===== config.mk =====
export PLATFORM = sky130hd
export DESIGN_NAME = key_pool_level_status_monitor
export DESIGN_NICKNAME = d
export VERILOG_FILES = /design/src/sv/kplsm_pkg.sv /design/src/sv/kplsm_cell.sv /design/src/sv/key_pool_level_status_monitor.sv
export SDC_FILE = /design/constraint.sdc
export NUM_CORES = 2
export LEC_CHECK = 0
export ABC_CLOCK_PERIOD_IN_PS = 15330
export BUFFER_PORTS_ARGS = -buffer_cell sky130_fd_sc_hd__buf_2
export CAP_MARGIN = 20
export CORE_UTILIZATION = 57
export DETAILED_ROUTE_END_ITERATION = 12
export PLACE_DENSITY = 0.77
export SETUP_SLACK_MARGIN = 0.4
export SYNTH_ARGS = -nofsm -noshare
export SYNTH_HDL_FRONTEND = slang
export SYNTH_SLANG_ARGS = --single-unit
export TNS_END_PERCENT = 5

===== constraint.sdc =====
create_clock -name aclk -period 15.33 [get_ports aclk]
set_input_delay 0.7665 -clock aclk [delete_from_list [all_inputs] [get_ports aclk]]
set_output_delay 0.7665 -clock aclk [all_outputs]
set_load 0.03 [all_outputs]

===== src/sv/kplsm_pkg.sv =====
`default_nettype none
package kplsm_pkg;

    localparam int WINDOW_DEPTH_DEF = 16;

    localparam int DATA_W    = 32;
    localparam int CFG_IDX_W = 2;
    localparam int STATUS_W  = 2;

    // window length including the newest level, before saturation at the depth
    localparam int WIN_LEN_RESET = 6;

    localparam logic [DATA_W-1:0] MIN_LEVEL_RESET       = 32'd1000000;
    localparam logic [DATA_W-1:0] MAX_LEVEL_RESET       = 32'd1000000000;
    localparam logic [DATA_W-1:0] READY_THRESHOLD_RESET = 32'd2000000;
    localparam logic [DATA_W-1:0] INITIAL_LEVEL_RESET   = 32'd5000000;

    localparam logic [CFG_IDX_W-1:0] REG_MIN_LEVEL       = 2'd0;
    localparam logic [CFG_IDX_W-1:0] REG_MAX_LEVEL       = 2'd1;
    localparam logic [CFG_IDX_W-1:0] REG_READY_THRESHOLD = 2'd2;
    localparam logic [CFG_IDX_W-1:0] REG_INITIAL_LEVEL   = 2'd3;

    localparam logic [STATUS_W-1:0] ST_READY    = 2'd0;
    localparam logic [STATUS_W-1:0] ST_CHARGING = 2'd1;
    localparam logic [STATUS_W-1:0] ST_WARNING  = 2'd2;
    localparam logic [STATUS_W-1:0] ST_EMPTY    = 2'd3;

    localparam logic MODE_ADD     = 1'b0;
    localparam logic MODE_CONSUME = 1'b1;

endpackage
`default_nettype wire


===== src/sv/kplsm_cell.sv =====
`default_nettype none
module kplsm_cell #(
    parameter int WINDOW_DEPTH = kplsm_pkg::WINDOW_DEPTH_DEF,
    parameter int POS          = 0
) (
    input  wire logic                                 aclk,
    input  wire logic                                 aresetn,
    input  wire logic                                 shift_en,
    input  wire logic [$clog2(WINDOW_DEPTH+1)-1:0]    win_len,
    input  wire logic [kplsm_pkg::DATA_W-1:0]         level,
    input  wire logic [kplsm_pkg::DATA_W-1:0]         prev_val,
    input  wire logic                                 prev_kept,
    output logic      [kplsm_pkg::DATA_W-1:0]         val,
    output logic                                      kept,
    output logic                                      beats
);

    localparam int LEN_W = $clog2(WINDOW_DEPTH+1);
    localparam logic [LEN_W-1:0] NEXT_POS = LEN_W'(POS + 1);

    logic [kplsm_pkg::DATA_W-1:0] val_reg;
    logic                         vld_reg;

    // an entry survives the cut only if it lies within the newest win_len - 1
    assign kept  = vld_reg && (NEXT_POS < win_len);
    assign beats = !kept || (level > val_reg);
    assign val   = val_reg;

    always_ff @(posedge aclk) begin
        if (!aresetn) begin
            vld_reg <= 1'b0;
        end else if (shift_en) begin
            vld_reg <= prev_kept;
        end
    end

    always_ff @(posedge aclk) begin
        if (shift_en) begin
            val_reg <= prev_val;
        end
    end

endmodule
`default_nettype wire


===== src/sv/key_pool_level_status_monitor.sv =====
// Key pool level and status monitor.
// An input transfer first settles the level and the window length, setting busy_reg;
// the window compare across the cell chain then loads the result and raises m_valid.
// No new input item is taken while one is in flight, nor while a stalled result
// is still waiting for m_ready.
// Reset (synchronous, active low) loads the register defaults, the initial
// level into the pool, clears the window and sets the status to empty.
`default_nettype none
module key_pool_level_status_monitor #(
    parameter int WINDOW_DEPTH = kplsm_pkg::WINDOW_DEPTH_DEF
) (
    input  wire logic                                aclk,
    input  wire logic                                aresetn,
    input  wire logic                                s_valid,
    output logic                                     s_ready,
    input  wire logic                                s_mode,
    input  wire logic [kplsm_pkg::DATA_W-1:0]        s_amount,
    output logic                                     m_valid,
    input  wire logic                                m_ready,
    output logic                                     m_accepted,
    output logic      [kplsm_pkg::DATA_W-1:0]        m_level,
    output logic      [kplsm_pkg::STATUS_W-1:0]      m_pool_status,
    output logic                                     m_rising,
    input  wire logic                                cfg_valid,
    output logic                                     cfg_ready,
    input  wire logic [kplsm_pkg::CFG_IDX_W-1:0]     cfg_index,
    input  wire logic [kplsm_pkg::DATA_W-1:0]        cfg_data
);

    localparam int LEN_W = $clog2(WINDOW_DEPTH+1);
    localparam int DW    = kplsm_pkg::DATA_W;
    localparam logic [LEN_W-1:0] DEPTH_L = LEN_W'(WINDOW_DEPTH);
    localparam logic [LEN_W-1:0] LEN_RESET =
        (kplsm_pkg::WIN_LEN_RESET > WINDOW_DEPTH) ? LEN_W'(WINDOW_DEPTH)
                                                  : LEN_W'(kplsm_pkg::WIN_LEN_RESET);

    logic [DW-1:0] min_level_reg;
    logic [DW-1:0] max_level_reg;
    logic [DW-1:0] ready_thr_reg;

    logic [DW-1:0]                   pool_level_reg;
    logic [LEN_W-1:0]                win_len_reg;
    logic [LEN_W-1:0]                usa_reg;
    logic [kplsm_pkg::STATUS_W-1:0]  status_reg;
    logic [kplsm_pkg::STATUS_W-1:0]  status_next;
    logic                            rising_reg;

    logic busy_reg;
    logic acc_reg;
    logic upd_reg;

    logic                            m_valid_reg;
    logic                            out_acc_reg;
    logic [DW-1:0]                   out_level_reg;
    logic [kplsm_pkg::STATUS_W-1:0]  out_status_reg;
    logic                            out_rising_reg;

    logic          in_xfer;
    logic          cfg_xfer;
    logic [DW:0]   sum;
    logic          add_ok;
    logic          sub_ok;
    logic          shift_en;
    logic          up;

    logic [DW-1:0]                cell_val  [WINDOW_DEPTH];
    wire logic [WINDOW_DEPTH-1:0] cell_kept;
    wire logic [WINDOW_DEPTH-1:0] cell_beats;

    assign s_ready   = !busy_reg && (!m_valid_reg || m_ready);
    assign in_xfer   = s_valid && s_ready;
    assign cfg_ready = 1'b1;
    assign cfg_xfer  = cfg_valid && cfg_ready;

    assign sum    = {1'b0, pool_level_reg} + {1'b0, s_amount};
    assign add_ok = sum < {1'b0, max_level_reg};
    assign sub_ok = pool_level_reg > s_amount;

    assign shift_en = busy_reg && upd_reg;
    assign up       = &cell_beats;

    generate
        for (genvar i = 0; i < WINDOW_DEPTH; i++) begin : g_cell
            if (i == 0) begin : g_head
                kplsm_cell #(.WINDOW_DEPTH(WINDOW_DEPTH), .POS(i)) u_cell (
                    .aclk      (aclk),
                    .aresetn   (aresetn),
                    .shift_en  (shift_en),
                    .win_len   (win_len_reg),
                    .level     (pool_level_reg),
                    .prev_val  (pool_level_reg),
                    .prev_kept (1'b1),
                    .val       (cell_val[i]),
                    .kept      (cell_kept[i]),
                    .beats     (cell_beats[i])
                );
            end else begin : g_body
                kplsm_cell #(.WINDOW_DEPTH(WINDOW_DEPTH), .POS(i)) u_cell (
                    .aclk      (aclk),
                    .aresetn   (aresetn),
                    .shift_en  (shift_en),
                    .win_len   (win_len_reg),
                    .level     (pool_level_reg),
                    .prev_val  (cell_val[i-1]),
                    .prev_kept (cell_kept[i-1]),
                    .val       (cell_val[i]),
                    .kept      (cell_kept[i]),
                    .beats     (cell_beats[i])
                );
            end
        end
    endgenerate

    always_comb begin
        if (pool_level_reg >= ready_thr_reg) begin
            status_next = kplsm_pkg::ST_READY;
        end else if (pool_level_reg > min_level_reg &&
                     ((up && status_reg != kplsm_pkg::ST_READY) ||
                      status_reg == kplsm_pkg::ST_EMPTY)) begin
            status_next = kplsm_pkg::ST_CHARGING;
        end else if (pool_level_reg > min_level_reg &&
                     status_reg != kplsm_pkg::ST_CHARGING) begin
            status_next = kplsm_pkg::ST_WARNING;
        end else if (pool_level_reg <= min_level_reg) begin
            status_next = kplsm_pkg::ST_EMPTY;
        end else begin
            status_next = status_reg;
        end
    end

    always_ff @(posedge aclk) begin
        if (!aresetn) begin
            min_level_reg  <= kplsm_pkg::MIN_LEVEL_RESET;
            max_level_reg  <= kplsm_pkg::MAX_LEVEL_RESET;
            ready_thr_reg  <= kplsm_pkg::READY_THRESHOLD_RESET;
            pool_level_reg <= kplsm_pkg::INITIAL_LEVEL_RESET;
            win_len_reg    <= LEN_RESET;
            usa_reg        <= '0;
            status_reg     <= kplsm_pkg::ST_EMPTY;
            rising_reg     <= 1'b0;
            busy_reg       <= 1'b0;
            acc_reg        <= 1'b0;
            upd_reg        <= 1'b0;
            m_valid_reg    <= 1'b0;
        end else begin
            if (m_valid_reg && m_ready) begin
                m_valid_reg <= 1'b0;
            end

            // first step: settle the level and the window length
            if (in_xfer) begin
                busy_reg <= 1'b1;
                if (s_mode == kplsm_pkg::MODE_ADD) begin
                    acc_reg <= add_ok;
                    upd_reg <= 1'b1;
                    if (add_ok) begin
                        pool_level_reg <= sum[DW-1:0];
                    end
                    win_len_reg <= (usa_reg >= DEPTH_L) ? DEPTH_L : usa_reg + 1'b1;
                    usa_reg     <= '0;
                end else begin
                    acc_reg <= sub_ok;
                    upd_reg <= sub_ok;
                    if (sub_ok) begin
                        pool_level_reg <= pool_level_reg - s_amount;
                    end
                end
            end

            // second step: cells shift and compare, status settles, result loads
            if (busy_reg) begin
                busy_reg    <= 1'b0;
                m_valid_reg <= 1'b1;
                if (upd_reg) begin
                    status_reg <= status_next;
                    rising_reg <= up;
                    if (usa_reg != DEPTH_L) begin
                        usa_reg <= usa_reg + 1'b1;
                    end
                end
            end

            if (cfg_xfer) begin
                unique case (cfg_index)
                    kplsm_pkg::REG_MIN_LEVEL:       min_level_reg  <= cfg_data;
                    kplsm_pkg::REG_MAX_LEVEL:       max_level_reg  <= cfg_data;
                    kplsm_pkg::REG_READY_THRESHOLD: ready_thr_reg  <= cfg_data;
                    kplsm_pkg::REG_INITIAL_LEVEL:   pool_level_reg <= cfg_data;
                    default: ;
                endcase
            end
        end
    end

    always_ff @(posedge aclk) begin
        if (busy_reg) begin
            out_acc_reg    <= acc_reg;
            out_level_reg  <= pool_level_reg;
            out_status_reg <= upd_reg ? status_next : status_reg;
            out_rising_reg <= upd_reg ? up : rising_reg;
        end
    end

    assign m_valid       = m_valid_reg;
    assign m_accepted    = out_acc_reg;
    assign m_level       = out_level_reg;
    assign m_pool_status = out_status_reg;
    assign m_rising      = out_rising_reg;

endmodule
`default_nettype wire


==> results.toml <==
[floorplan]
pin_count = 111
coreArea_mm2 = 0.07198
std_cell_rows = 98
initial_utilization_pct = 57.92
die_width_um = 272.4
die-area_mm2 = 0.07422
fp.dieH_um = 272.4

[timing]
period_minus_slack_ns = 6.697
setup_violations = 0
slew_headroom_pct = 28.83
worst_slack_ns = 8.633
hold_violations = 0
rsz0062_at_grt = "false"
finalCritPeriodShare_pct = 43.69
tns_ns = 0
clock_skew_ns = 0.02906
slew_violations = 0
max_freq_ghz = 0.1493
tightestPinTransition_ns = 1.068

[hold_path]
min_from = "cfg_data[2]"
hp-class = "input pin to register"
hold_end = "ready_thr_reg[2]$_SDFFE_PN0P_"
hold_depth = 3

[critical_path]
regToRegEndpoint = "pool_level_reg[15]$_SDFF_PN0_"
cp-end-kind = "register"
required_ns = 15.88
worstPathArrival_ns = 7.25
path_cells = "buf_4 > ha_1 > or4_4 > o2111ai_2 > a211oi_2 > a221oi_1 > o21bai_1 > or4_1 > nand4_1 > ha_1 > a21o_1 > a21oi_1 > nor2_1 > a2111oi_0 > o21ai_0 > or3_1 > buf_4 > nor2_2 > buf_4 > a22oi_1 > a22o_1 > a31oi_1"
path_max_fanout = 21
cpPeakStageDelay_ns = 0.89
rr_startpoint = "pool_level_reg[5]$_SDFF_PN0_"
critPathKind = "register to register"
crit_top_cell = "buf_4"
cp-start-kind = "register"
ff2ff_path_depth = 22
ff2ff_setup_slack_ns = 8.63
cp_slowest_cell = "a221oi_1"

[route]
drc = 0
first_iter_violations = 1844
via_per_inst = 5.853
ant_nets = 0
wl_um = 101200
drt_pass1_iterations = 5
vias = 30160
wl_per_cell_um = 19.64

[synth]
synth_edf_count = 548
yosysMostFrequentCell = "inv_1"
synthTopCellsByArea = "edfxtp_1, ha_1, dfxtp_1"
syn_area_mm2 = 0.04169
yosys_most_used_dff = "edfxtp_1"
async_flop_share_pct = 0
avgSynthCellArea_um2 = 10.44
ys_warn_count = 0
yosysTopAreaCellShare_pct = 39.47
yosysUniqueCellTypes = 85
synth_fp_nets = 4741
ys_seq_area_share_pct = 47.20
synth_seq_cells = 709
synth_common_cells = "inv_1, ha_1, edfxtp_1, a21oi_1, nand2_1"
synthCells = 3994
synth_top_area_cell = "edfxtp_1"

[cts]
clkSlewWorstSetupHoldPaths_ns = 0.06
postCtsResizedCells = 0
cts_tree = "built"
cts_hold_buf = 0
clock-sinks = 709
cts_buffer_depth = 3
htreeDepth = 3
postCtsSetupRepairBufs = 0
clk_latency_ns = 0.63
clock-root-buffer = "clkbuf_16"
cts_buffers = 77

[status]
status = "finished clean"

[job]
drv_cap = 0

[layout]
syn_to_final_growth_pct = 10.31
largest_reg_flops = 480
drive_above_1_share_pct = 7.257
multi_input_area_mm2 = 0.01908
regArea_mm2 = 0.01968
fin_util_pct = 63.89
diodes = 0
fill_cells = 5565
nets = 4886

[global_routing]
grt_pass1_wl_um = 158100
grt_pass1_vias = 30540
grt_usage_pct = 27.26
overflow = 0
antenna_found_initial = 0
grt_max_degree = 182

[pwr]
ir_drop_v = 0.00007682
power_leakage_nw = 20.78
power.density_mw_per_mm2 = 110.7

[placed_design]
place.gp.congestion = 0.9161
numPortBuffers = 109
place_ws_ns = 8.151
dpl.hpwl_um = 74960
## layout by cell type (no fill, tap or decap), types with 51 or more instances in the layout
cell | Yosys | routed
inv_1 | 678 | 677
ha_1 | 673 | 673
edfxtp_1 | 548 | 548
a21oi_1 | 358 | 358
nand2_1 | 290 | 290
a21o_1 | 171 | 171
dfxtp_1 | 161 | 160
nor2_1 | 148 | 146
nand4_1 | 140 | 140
o21ai_0 | 138 | 138
buf_2 | 13 | 109
clkbuf_16 | 0 | 84
o211ai_1 | 55 | 55
nor3_1 | 52 | 51
buf_4 | 3 | 51
## report_power, final
group | total, W | switching [W] | internal, W
logic | 0.00108 | 0.000676 | 0.000406
registers | 0.00214 | 0.0000287 | 0.00211
clock network | 0.00187 | 0.000777 | 0.00109
## layout make-up
cell class,count,area share (%)
multi-input cells,2511,41.50
flip-flops and latches,709,42.80
repair buffers,161,2.062
clock buffers,108,4.862
well taps,950,2.585
inverters,679,5.561
clock inverters,35,0.6367
## critical path, delay by kind of cell (launching register included)
kind | cells | cell delay, ns
compound gates | 11 | 2.94
buf+inv | 3 | 0.81
simple gates | 6 | 1.97
flops | 1 | 0.32
fa+ha+maj | 2 | 0.53
## stage by stage
step                      total power [W]  hold slack (ns)  std cells  area, um^2
after global routing             0.005308           0.4285       5153       45990
after global placement           0.003207           0.4280       5010       43460
after detailed placement         0.003245           0.4318       5010       43460
after CTS                        0.005101           0.3928       5153       45990
after floorplan                  0.002927           0.4081       3994       41690
final                            0.005089           0.4098       5153       45990
## logic make-up after synthesis
| family | count (synthesis) | synth area share [%] |
|---|---|---|
| XOR/XNOR | 45 | 0.9454 |
| buffers and inverters | 774 | 7.074 |
| flip-flops | 709 | 47.20 |
| multiplexers | 2 | 0.05102 |
| adder cells (fa/ha/maj) | 675 | 20.29 |
| AND/OR/NAND/NOR | 842 | 9.913 |
| AO/OA/AOI/OAI | 946 | 14.51 |
| other | 1 | 0.008995 |
## how the worst max path moves through the flow
stage,startpoint,endpoint,cells after the start
2_1_floorplan,busy_reg$_SDFF_PP0_,usa_reg[0]$_SDFF_PN0_,5
3_3_place_gp,s_amount[7],pool_level_reg[15]$_SDFF_PN0_,24
3_5_place_dp,s_amount[7],pool_level_reg[15]$_SDFF_PN0_,24
4_1_cts,pool_level_reg[5]$_SDFF_PN0_,pool_level_reg[15]$_SDFF_PN0_,22
5_1_grt,pool_level_reg[5]$_SDFF_PN0_,pool_level_reg[15]$_SDFF_PN0_,22
6_report,pool_level_reg[5]$_SDFF_PN0_,pool_level_reg[15]$_SDFF_PN0_,22
## routing by layer
layer / routed length, um / vias up / global-route usage (%)
met3: 4841 / 230 / 3.059
met2: 51750 / 840 / 49.73
met4: 4666 / 0 / 13.17
li1: - / 14680 / -
met5: 0 / - / 0
met1: 39940 / 14410 / 31.69
No activity file was read; power rests on OpenSTA's default activity.
